### config.mk
export PLATFORM = sky130hd
export DESIGN_NAME = wct_divider
export DESIGN_NICKNAME = d
export VERILOG_FILES = /design/src/hdl/wct_pkg.sv /design/src/hdl/wct_divider.sv
export SDC_FILE = /design/constraint.sdc
export NUM_CORES = 1
export LEC_CHECK = 0
export BUFFER_PORTS_ARGS = -buffer_cell sky130_fd_sc_hd__buf_4
export CORE_UTILIZATION = 50
export CTS_BUF_LIST = sky130_fd_sc_hd__clkbuf_8
export CTS_CLUSTER_DIAMETER = 100
export DETAILED_ROUTE_END_ITERATION = 8
export PLACE_DENSITY = 0.74
export SLEW_MARGIN = 10
export SYNTH_ARGS = -nofsm -noshare
export SYNTH_HDL_FRONTEND = slang
export SYNTH_SLANG_ARGS = --single-unit
### constraint.sdc
create_clock -name i_clk -period 4 [get_ports i_clk]
set_input_delay 0.4 -clock i_clk [delete_from_list [all_inputs] [get_ports i_clk]]
set_output_delay 0.4 -clock i_clk [all_outputs]
set_load 0.03 [all_outputs]
### src/hdl/wct_pkg.sv
`timescale 1ns / 1ps

package wct_pkg;

    localparam int unsigned MAX_WINDOWS_DEF   = 1024;
    localparam int unsigned BACKOFF_LIMIT_DEF = 1024;

    localparam int unsigned DIV_W   = 17;
    localparam int unsigned MAP_W   = 64;
    localparam int unsigned IN_TD_W = 168;
    localparam int unsigned OUT_TD_W = 128;

    localparam logic [2:0] F_DATA   = 3'd0;
    localparam logic [2:0] F_STATUS = 3'd1;
    localparam logic [2:0] F_NACK   = 3'd2;
    localparam logic [2:0] F_TICK   = 3'd3;
    localparam logic [2:0] F_END    = 3'd4;

    localparam logic [1:0] K_STORE = 2'd0;
    localparam logic [1:0] K_NACK  = 2'd1;
    localparam logic [1:0] K_END   = 2'd2;

    localparam logic [2:0] REG_ENABLE = 3'd0;
    localparam logic [2:0] REG_FILE   = 3'd1;
    localparam logic [2:0] REG_TOTAL  = 3'd2;
    localparam logic [2:0] REG_CPW    = 3'd3;
    localparam logic [2:0] REG_NODE   = 3'd4;

    typedef struct packed {
        logic             start;
        logic [DIV_W-1:0] dividend;
        logic [DIV_W-1:0] divisor;
    } t_div_req;

    typedef struct packed {
        logic             done;
        logic [DIV_W-1:0] quot;
        logic [DIV_W-1:0] rem;
    } t_div_rsp;

    // Mask of the lowest n bits, n from 1 to 64.
    function automatic logic [MAP_W-1:0] low_mask(input logic [6:0] n);
        logic [MAP_W-1:0] m;
        if (n >= 7'd64) begin
            m = '1;
        end else begin
            m = (64'd1 << n[5:0]) - 64'd1;
        end
        return m;
    endfunction

endpackage

### src/hdl/wct_divider.sv
`timescale 1ns / 1ps

module wct_divider (
    input  logic              i_clk,
    input  logic              i_rst_n,
    input  wct_pkg::t_div_req i_req,
    output wct_pkg::t_div_rsp o_rsp
);

    localparam int unsigned W = wct_pkg::DIV_W;

    logic [W-1:0]         r_quo, n_quo;
    logic [W:0]           r_rem, n_rem;
    logic [W-1:0]         r_dvs;
    logic [$clog2(W)-1:0] r_cnt;
    logic                 r_busy, r_done;
    logic [W:0]           w_trial;

    // One quotient bit per cycle, restoring.
    always_comb begin
        w_trial = {r_rem[W-1:0], r_quo[W-1]};
        n_quo   = {r_quo[W-2:0], 1'b0};
        n_rem   = w_trial;
        if (w_trial >= {1'b0, r_dvs}) begin
            n_rem    = w_trial - {1'b0, r_dvs};
            n_quo[0] = 1'b1;
        end
    end

    always_ff @(posedge i_clk) begin
        if (!i_rst_n) begin
            r_busy <= 1'b0;
            r_done <= 1'b0;
            r_cnt  <= '0;
        end else begin
            r_done <= 1'b0;
            if (i_req.start) begin
                r_busy <= 1'b1;
                r_quo  <= i_req.dividend;
                r_rem  <= '0;
                r_dvs  <= i_req.divisor;
                r_cnt  <= '0;
            end else if (r_busy) begin
                r_quo <= n_quo;
                r_rem <= n_rem;
                r_cnt <= r_cnt + 1'b1;
                if (r_cnt == ($clog2(W))'(W - 1)) begin
                    r_busy <= 1'b0;
                    r_done <= 1'b1;
                end
            end
        end
    end

    assign o_rsp.done = r_done;
    assign o_rsp.quot = r_quo;
    assign o_rsp.rem  = r_rem[W-1:0];

endmodule

==> flow_summary_export.csv, run 1 <==
group,metric,value,unit
hold_path,hold_path.class,"in -> reg",
timing,skew,0.00948,ns
timing,fin_crit_sh,76.0,%
logic_synthesis,ys_seq_area_share,50.2,%
global_route,gr-total-overflow,0,
logic_synthesis,synth_nets,354,
clocking,cts_buffers,9,
detailed_routing,firstDrtPassIters,4,
logic_synthesis,synthArstFlopShare,0,%
timing,relSlewSlack,27.8,%
logic_synthesis,yosys_most_used_dff,"edfxtp_1",
setup_path,required,4.07,ns
logic_synthesis,synthCells,297,
floorplanning,start_util,52.1,%
placement,placed_cell_area,3910,sq um
clocking,path_clk_slew,0.08,ns
global_route,grt_pass1_wl,11800,um
finish,drive_above_1_share,31.0,%
logic_synthesis,netlist.area_leader.share,46.0,%
logic_synthesis,synth_edf_count,51,
global_route,grt_max_degree,43,
setup_path,critPathMaxFanout,21,
setup_path,path_cells,"inv_1 > ha_1 > inv_1 > fa_1 > a21o_1 > a221oi_4 > a211oi_2 > or3_4 > o21ai_0 > o311ai_0",
global_route,grtUsageTotal,21.8,%
timing,fmax,329,MHz
detailed_routing,postRouteAntennaNets,0,
detailed_routing,drcViolationCount,0,
clocking,insertion_delay,0.35,ns
job,drv_cap,0,
floorplanning,coreArea,6390,sq um
detailed_routing,vias,2506,
global_route,use_met3,4.75,%
clocking,clock_sinks,58,
finish,nFillCells,535,
timing,finalSetupTns,0,ns
finish,antenna_cells,0,
finish,fin_nets,426,
clocking,cts-resized-gates,0,
setup_path,worst_setup_path_start_kind,"flip-flop",
setup_path,cp-end-kind,"flip-flop",
logic_synthesis,ys_types,51,
setup_path,cp_slowest_cell,"or3_4",
floorplanning,die_h,83.6,um
logic_synthesis,syn_area,3330,sq um
detailed_routing,vias_per_cell,5.56,
timing,finalSetupViolations,0,
global_route,use_met2,34.6,%
placement,pre_cts_ws,0.965,ns
timing,rsz0062_at_grt,"false",
logic_synthesis,avgSynthCellArea,11.2,sq um
logic_synthesis,synth_area_leaders,"edfxtp_1, ha_1, mux2_2, dfxtp_1, nor2_1",
global_route,antenna_found_initial,0,
logic_synthesis,yosysWarnings,0,
floorplanning,die_area,6990,sq um
setup_path,crit_top_cell,"inv_1",
clocking,tritoncts,"yes",
detailed_routing,wl,7310,um
power_and_ir_drop,power.leakage,1.74,nW
global_route,busiest_layer,"met2",
detailed_routing,wl_per_cell,16.2,um
clocking,ctsHoldBuffers,0,
timing,min_period,3.04,ns
finish,fin_area,4130,sq um
clocking,clockBufferDepth,2,
outcome,status,"finished, final reports clean",
timing,fin_ws,0.962,ns
logic_synthesis,synth_area_leader_cell,"edfxtp_1",
logic_synthesis,ys_seq_elements,58,
global_route,grt_pass1_vias,2496,
clocking,cts_setup_buffers,0,
clocking,htree_levels,3,
floorplanning,ios,72,
setup_path,arrival,3.11,ns
floorplanning,die_w,83.6,um
logic_synthesis,synthTopCellsByCount,"edfxtp_1, nor2_1, inv_1, a21oi_1, ha_1",
timing,timing.hold.ws,0.221,ns
placement,hpwl,5080,um
power_and_ir_drop,vdd_drop_max,0.259,mV
power_and_ir_drop,power_density,451,nW/um^2
timing,worst_slew_pin_slew,1.08,ns
finish,syn_to_final_growth,24.1,%
timing,hold_violations,0,
setup_path,cpPeakStageDelay,0.50,ns
power_and_ir_drop,power,1.86,mW
logic_synthesis,yosysMostFrequentCell,"edfxtp_1",
global_route,grtUsageMet1,28.3,%
clocking,root_buffer,"clkbuf_8",
placement,portBuffers,71,
placement,gp_congestion,0.850,
floorplanning,rows,29,
setup_path,critical_path_class,"reg -> reg",
timing,slew_violations,0,
detailed_routing,drt_iter0_drc,143,
## layout make-up
| cell class | count | area [sq um] | area share (%) |
|---|---|---|---|
| clock inverter | 7 | 101 | 2.45 |
| multi-input combinational | 200 | 1490 | 36.0 |
| timing repair buffer | 73 | 548 | 13.3 |
| clock buffer | 9 | 124 | 3.00 |
| inverter | 27 | 101 | 2.45 |
| tap | 77 | 96.3 | 2.33 |
| sequential | 58 | 1670 | 40.5 |
## stage by stage
stage               instances  utilization [%]
global placement          435             61.1
finish                    451             64.7
detailed placement        435             61.1
global route              451             64.7
CTS                       451             64.7
floorplan                 297                -
## report_power, final
| group | switching, mW | internal, mW | total [mW] |
|---|---|---|---|
| registers | 0.0292 | 0.719 | 0.748 |
| clock network | 0.267 | 0.354 | 0.621 |
| logic | 0.286 | 0.207 | 0.494 |
## sequential cells by signal, summed over array words and instances (netlist names)
signal / flops
r_dvs: 17
r_quo: 17
r_rem: 17
r_cnt: 5
r_busy: 1
r_done: 1
## cell usage in the layout (no fill, tap or decap), drive strengths merged, types with 3 or more instances in the layout
cell	instances
nor2	30
xor2	7
ha	19
nand3	4
o21ai	8
dfxtp	7
mux2	18
nor3	4
or3	3
a21o	7
mux2i	8
o21a	5
edfxtp	51
inv	28
xnor2	6
buf	73
a31oi	3
a211oi	6
nand2	17
a21oi	19
clkbuf	9
nand4	8
## kinds of logic after synthesis
logic type | Yosys count | share of synthesized area (%)
xor+xnor | 13 | 3.42
simple gates | 78 | 11.6
flops | 58 | 50.2
buf+inv | 39 | 5.08
mux | 26 | 8.50
fa+ha+maj | 20 | 7.74
compound gates | 63 | 13.4
## metal layers
metal / part of all wire [%] / up-vias
li1: - / 1237
met1: 46 / 1181
met2: 47 / 71
met3: 4.7 / 17
met4: 2.2 / 0
met5: 0 / -
## critical path: cells and delay by family, from the launching register on
kind,cells,cell delay (ns)
compound gates,5,1.13
fa+ha+maj,2,0.56
buf+inv,2,0.14
flops,1,0.42
simple gates,1,0.50
## path summary, 6_finish.rpt
path                   from  cells past startpoint  slack, ns   endpoint
hold / removal    i_req[16]                      1       0.22  r_dvs[16]
setup reg to reg  r_quo[16]                     10       0.96  r_rem[16]
setup / recovery  r_quo[16]                     10       0.96  r_rem[16]
hold reg to reg    r_cnt[4]                      2       0.51     r_done
(Power assumes the default switching activity.)
==> run 2, diff against run 1 <==
Clock period 4 ns to 2.9 ns, I/O delays scaled along.
==> run 2 against run 1 <==
Compared with the run above:
- setup slack got worse by 0.83 ns
- sequential share of layout area is 0.54 points lower
- non-clock buffer count up 4
- combinational power up 44%
- count of clock-buffer cells in the layout up 2
- die area unchanged
- critical endpoint is now r_quo[0]
- largest cell class unchanged
==> flow_summary_export.csv, run 2 (synthesized netlist as in run 1, its figures left out) <==
group,metric,value,unit
detailed_routing,postRouteAntennaNets,0,
placement,portBuffers,71,
power_and_ir_drop,power,2.61,mW
setup_path,crit_top_cell,"inv_1",
setup_path,required,3.00,ns
setup_path,path_cells,"inv_1 > ha_1 > inv_1 > fa_1 > a21o_1 > a221oi_4 > a211oi_2 > or3_4 > mux2_2",
finish,nFillCells,503,
timing,worst_slew_pin_slew,0.653,ns
detailed_routing,wl_per_cell,15.9,um
global_route,antenna_found_initial,0,
detailed_routing,wl,7230,um
global_route,grt_pass1_vias,2437,
timing,slew_violations,0,
power_and_ir_drop,power_density,622,nW/um^2
timing,fin_crit_sh,95.4,%
timing,min_period,2.77,ns
finish,final-seq-area,1670,sq um
floorplanning,coreArea,6390,sq um
detailed_routing,drcViolationCount,0,
finish,drive_above_1_share,32.2,%
finish,final_cell_mix,"buf_4, edfxtp_1, nor2_1",
setup_path,critical_path_class,"reg -> reg",
clocking,path_clk_slew,0.07,ns
setup_path,critPathMaxFanout,11,
floorplanning,die_h,83.6,um
finish,fin_util,65.6,%
finish,syn_to_final_growth,25.8,%
placement,pre_cts_ws,0.130,ns
setup_path,cp_slowest_cell,"or3_4",
setup_path,cpPeakStageDelay,0.45,ns
timing,hold_violations,0,
floorplanning,rows,29,
finish,fin_area,4190,sq um
power_and_ir_drop,vdd_drop_max,0.384,mV
hold_path,hold_start,"i_req[14]",
setup_path,cp-end-kind,"flip-flop",
finish,final_common_cell,"buf_4",
hold_path,hold_path.class,"in -> reg",
timing,finalSetupViolations,0,
finish,final_cells,456,
setup_path,r2r_start,"r_quo[16]",
finish,fin_nets,431,
detailed_routing,firstDrtPassIters,5,
timing,finalSetupTns,0,ns
finish,multi_input_area,1510,sq um
global_route,grt_pass1_wl,11500,um
timing,relSlewSlack,55.3,%
clocking,cts_buffers,9,
global_route,grt_max_degree,43,
detailed_routing,drt_iter0_drc,187,
setup_path,worst_setup_path_start_kind,"flip-flop",
setup_path,cp-startpoint,"r_quo[16]",
floorplanning,die_area,6990,sq um
detailed_routing,vias_per_cell,5.75,
clocking,cts_setup_buffers,0,
clocking,clockBufferDepth,2,
clocking,insertion_delay,0.35,ns
timing,rsz0062_at_grt,"true",
placement,gp_congestion,0.838,
outcome,status,"finished, final reports clean",
setup_path,arrival,2.87,ns
detailed_routing,vias,2622,
job,drv_cap,0,
clocking,tritoncts,"yes",
timing,fin_ws,0.132,ns
placement,dpl.cell_count,439,
clocking,htree_levels,3,
floorplanning,die_w,83.6,um
clocking,clock_sinks,58,
clocking,root_buffer,"clkbuf_8",
floorplanning,ios,72,
placement,hpwl,5030,um
finish,reg_top3,"r_dvs x17, r_quo x17, r_rem x17",
setup_path,r2r_cells,9,
power_and_ir_drop,power.leakage,1.77,nW
global_route,gr-total-overflow,0,
finish,antenna_cells,0,
hold_path,worstHoldPathCells,1,
floorplanning,start_util,52.1,%
placement,placed_cell_area,3940,sq um
timing,fmax,361,MHz
timing,timing.hold.ws,0.116,ns
global_route,grtUsageTotal,21.3,%
timing,skew,0.0114,ns
run 2: repair_timing:
item | 4_1_cts | 5_1_grt
setup endpoints to repair | 0 | 8
hold buffers | 0 | 0
resized for setup | 0 | 4
run 2: per-layer routing:
metal  up-vias  track usage [%]  wire length (um)
li1       1250                -                 -
met1      1259             27.5              3100
met2        94             33.8              3540
met3        19             4.95               391
met4         0             10.6               191
met5         -                0                 0
run 2: worst paths after layout:
path / to / slack (ns)
setup / recovery: r_quo[0] / 0.13
hold / removal: r_dvs[14] / 0.12
setup reg to reg: r_quo[0] / 0.13
hold reg to reg: r_done / 0.51
run 2: critical path, delay by kind of cell (launching register included):
kind | cells | cell delay, ns
AO/OA/AOI/OAI | 3 | 0.66
AND/OR/NAND/NOR | 1 | 0.45
adder cells (fa/ha/maj) | 2 | 0.56
flip-flops | 1 | 0.42
buffers and inverters | 2 | 0.13
multiplexers | 1 | 0.29
run 2: area by class of cell:
cell class              instances  share of cell area, %
flip-flops and latches         58                   39.9
multi-input cells             201                   36.1
repair buffers                 77                   13.8
clock buffers                  11                   3.62
inverters                      27                   2.42
well taps                      77                   2.30
clock inverters                 5                   1.82
run 2: where the power goes:
group	internal, mW	leakage (nW)	switching (mW)	total (mW)
sequential	0.991	0.544	0.0391	1.03
combinational	0.303	1.11	0.406	0.709
clock	0.526	0.113	0.340	0.866
total	1.82	1.77	0.785	2.61
==> run 3, diff against run 2 <==
Settings changed: CORE_ASPECT_RATIO set to 1.2, PLACE_DENSITY 0.74 to 0.77.
Clock period 2.9 ns to 2.4 ns, I/O delays scaled along.
==> run 3 against run 2 <==
Compared with the run above:
- the flow now finishes with violations (setup timing)
- worst hold slack lost 0.046 ns
- highest routed layer unchanged
- setup slack lost 0.41 ns
- largest power group unchanged
- clock skew shrank 0.0048 ns
- core utilization grew 4.1 points
- wire length grew 6.7%
- die area is essentially flat
==> flow_summary_export.csv, run 3 (synthesized netlist as in run 1, its figures left out) <==
group,metric,value,unit
outcome,status,"finished with violations",
outcome,violations,"setup timing",
clocking,insertion_delay,0.34,ns
timing,fmax,374,MHz
placement,placed_cell_area,4240,sq um
setup_path,cpPeakStageDelay,0.46,ns
detailed_routing,vias,2727,
power_and_ir_drop,power_density,674,nW/um^2
finish,drive_above_1_share,41.1,%
finish,syn_to_final_growth,35.0,%
finish,final_cell_mix,"buf_4, edfxtp_1, inv_1, nor2_1",
global_route,grt_pass1_wl,12100,um
clocking,htree_levels,3,
clocking,ctsHoldBuffers,0,
detailed_routing,drt_iter0_drc,205,
detailed_routing,drcViolationCount,0,
floorplanning,rows,32,
floorplanning,coreArea,6450,sq um
floorplanning,start_util,51.6,%
setup_path,crit_family,"compound AO/OA/AOI/OAI gates",
floorplanning,die_area,6990,sq um
setup_path,critPathMaxFanout,6,
hold_path,hold_path.class,"in -> reg",
finish,reg_top3,"r_dvs x17, r_quo x17, r_rem x17",
setup_path,cp-end-kind,"flip-flop",
detailed_routing,wl,7710,um
detailed_routing,firstDrtPassIters,4,
power_and_ir_drop,p_switching,993,uW
timing,min_period,2.67,ns
detailed_routing,wl_per_cell,15.2,um
global_route,grtUsageTotal,22.5,%
detailed_routing,vias_per_cell,5.39,
setup_path,path_cells,"inv_1 > ha_2 > inv_2 > fa_2 > a21o_1 > a221oi_4 > a211oi_2 > or3_4 > mux2_2",
setup_path,required,2.50,ns
timing,relSlewSlack,59.8,%
finish,fin_area,4490,sq um
finish,antenna_cells,0,
floorplanning,die_w,76.5,um
placement,gp_congestion,0.904,
timing,skew,0.00658,ns
clocking,tritoncts,"yes",
finish,fin_nets,473,
timing,hold_violations,0,
timing,timing.hold.ws,0.0698,ns
power_and_ir_drop,cell_internal_pwr,2.04,mW
power_and_ir_drop,clock_power_share,25.3,%
finish,fin_util,69.7,%
power_and_ir_drop,power_frac_comb,33.9,%
timing,fin_crit_sh,111,%
power_and_ir_drop,switching_share,32.8,%
timing,fin_ws,-0.274,ns
placement,hpwl,5360,um
power_and_ir_drop,vdd_drop_max,0.432,mV
timing,finalSetupViolations,18,
floorplanning,ios,72,
detailed_routing,postRouteAntennaNets,0,
power_and_ir_drop,p_seq_share,40.9,%
clocking,path_clk_slew,0.07,ns
setup_path,arrival,2.77,ns
power_and_ir_drop,power.leakage,1.95,nW
clocking,clockBufferDepth,2,
job,drv_cap,0,
global_route,antenna_found_initial,0,
global_route,gr-total-overflow,0,
setup_path,critical_path_class,"reg -> reg",
global_route,grt_max_degree,43,
finish,final_common_cell,"buf_4",
setup_path,critPathBufInv,2,
placement,pre_cts_ws,-0.256,ns
timing,worst_slew_pin_slew,0.603,ns
placement,portBuffers,71,
clocking,cts_buffers,9,
floorplanning,die_h,91.4,um
timing,rsz0062_at_grt,"true",
clocking,root_buffer,"clkbuf_8",
timing,slew_violations,0,
clocking,clock_sinks,58,
setup_path,worst_setup_path_start_kind,"flip-flop",
setup_path,cp_slowest_cell,"or3_4",
global_route,grt_pass1_vias,2698,
run 3: final timing paths:
check	slack (ns)	end	cells after the start	start
max	-0.27	r_quo[0]	9	r_quo[16]
min	0.07	r_dvs[16]	1	i_req[16]
max reg2reg	-0.27	r_quo[0]	9	r_quo[16]
min reg2reg	0.51	r_done	2	r_cnt[4]
run 3: per-layer routing:
metal	GRT usage [%]	share of wire, %	routed length (um)
met5	0	0	0
met4	12.3	2.7	206
met3	5.43	6.7	515
met2	38.4	49	3770
met1	25.8	42	3230
run 3: final cells by class:
class / count / area [sq um]
Clock buffer: 9 / 124
Clock inverter: 7 / 37.5
Fill cell: 475 / 1950
Inverter: 27 / 101
Multi-Input combinational cell: 202 / 1560
Sequential cell: 58 / 1670
Tap cell: 85 / 106
Timing Repair Buffer: 118 / 893
run 3: power groups by stage:
stage	combinational, mW	sequential [mW]	clock [mW]
after global routing	1.10	1.25	0.811
final	1.03	1.24	0.766
after detailed placement	0.956	1.26	0
after CTS	0.999	1.24	0.769
after global placement	0.935	1.26	0
after floorplan	0.506	1.35	0
run 3: metrics by stage:
| step | cells | TNS, ns | power, mW |
|---|---|---|---|
| floorplan | 297 | -6.24 | 1.86 |
| CTS | 505 | -2.96 | 3.01 |
| global placement | 486 | -2.48 | 2.19 |
| finish | 506 | -3.83 | 3.03 |
| global route | 506 | -5.26 | 3.16 |
| detailed placement | 486 | -3.39 | 2.22 |
run 3: worst register-to-register path: stages, from the launching register on:
cell	delay, ns
edfxtp_1	0.38
inv_1	0.09
ha_2	0.20
inv_2	0.04
fa_2	0.33
a21o_1	0.21
a221oi_4	0.30
a211oi_2	0.15
or3_4	0.46
mux2_2	0.28
run 3: what timing repair did:
item                                    4_1_cts  5_1_grt
endpoints found under the setup margin       18       18
setup buffers                                 1        1
pin swaps                                     4        0
gates resized for setup                      13        6
cloned                                        2        0
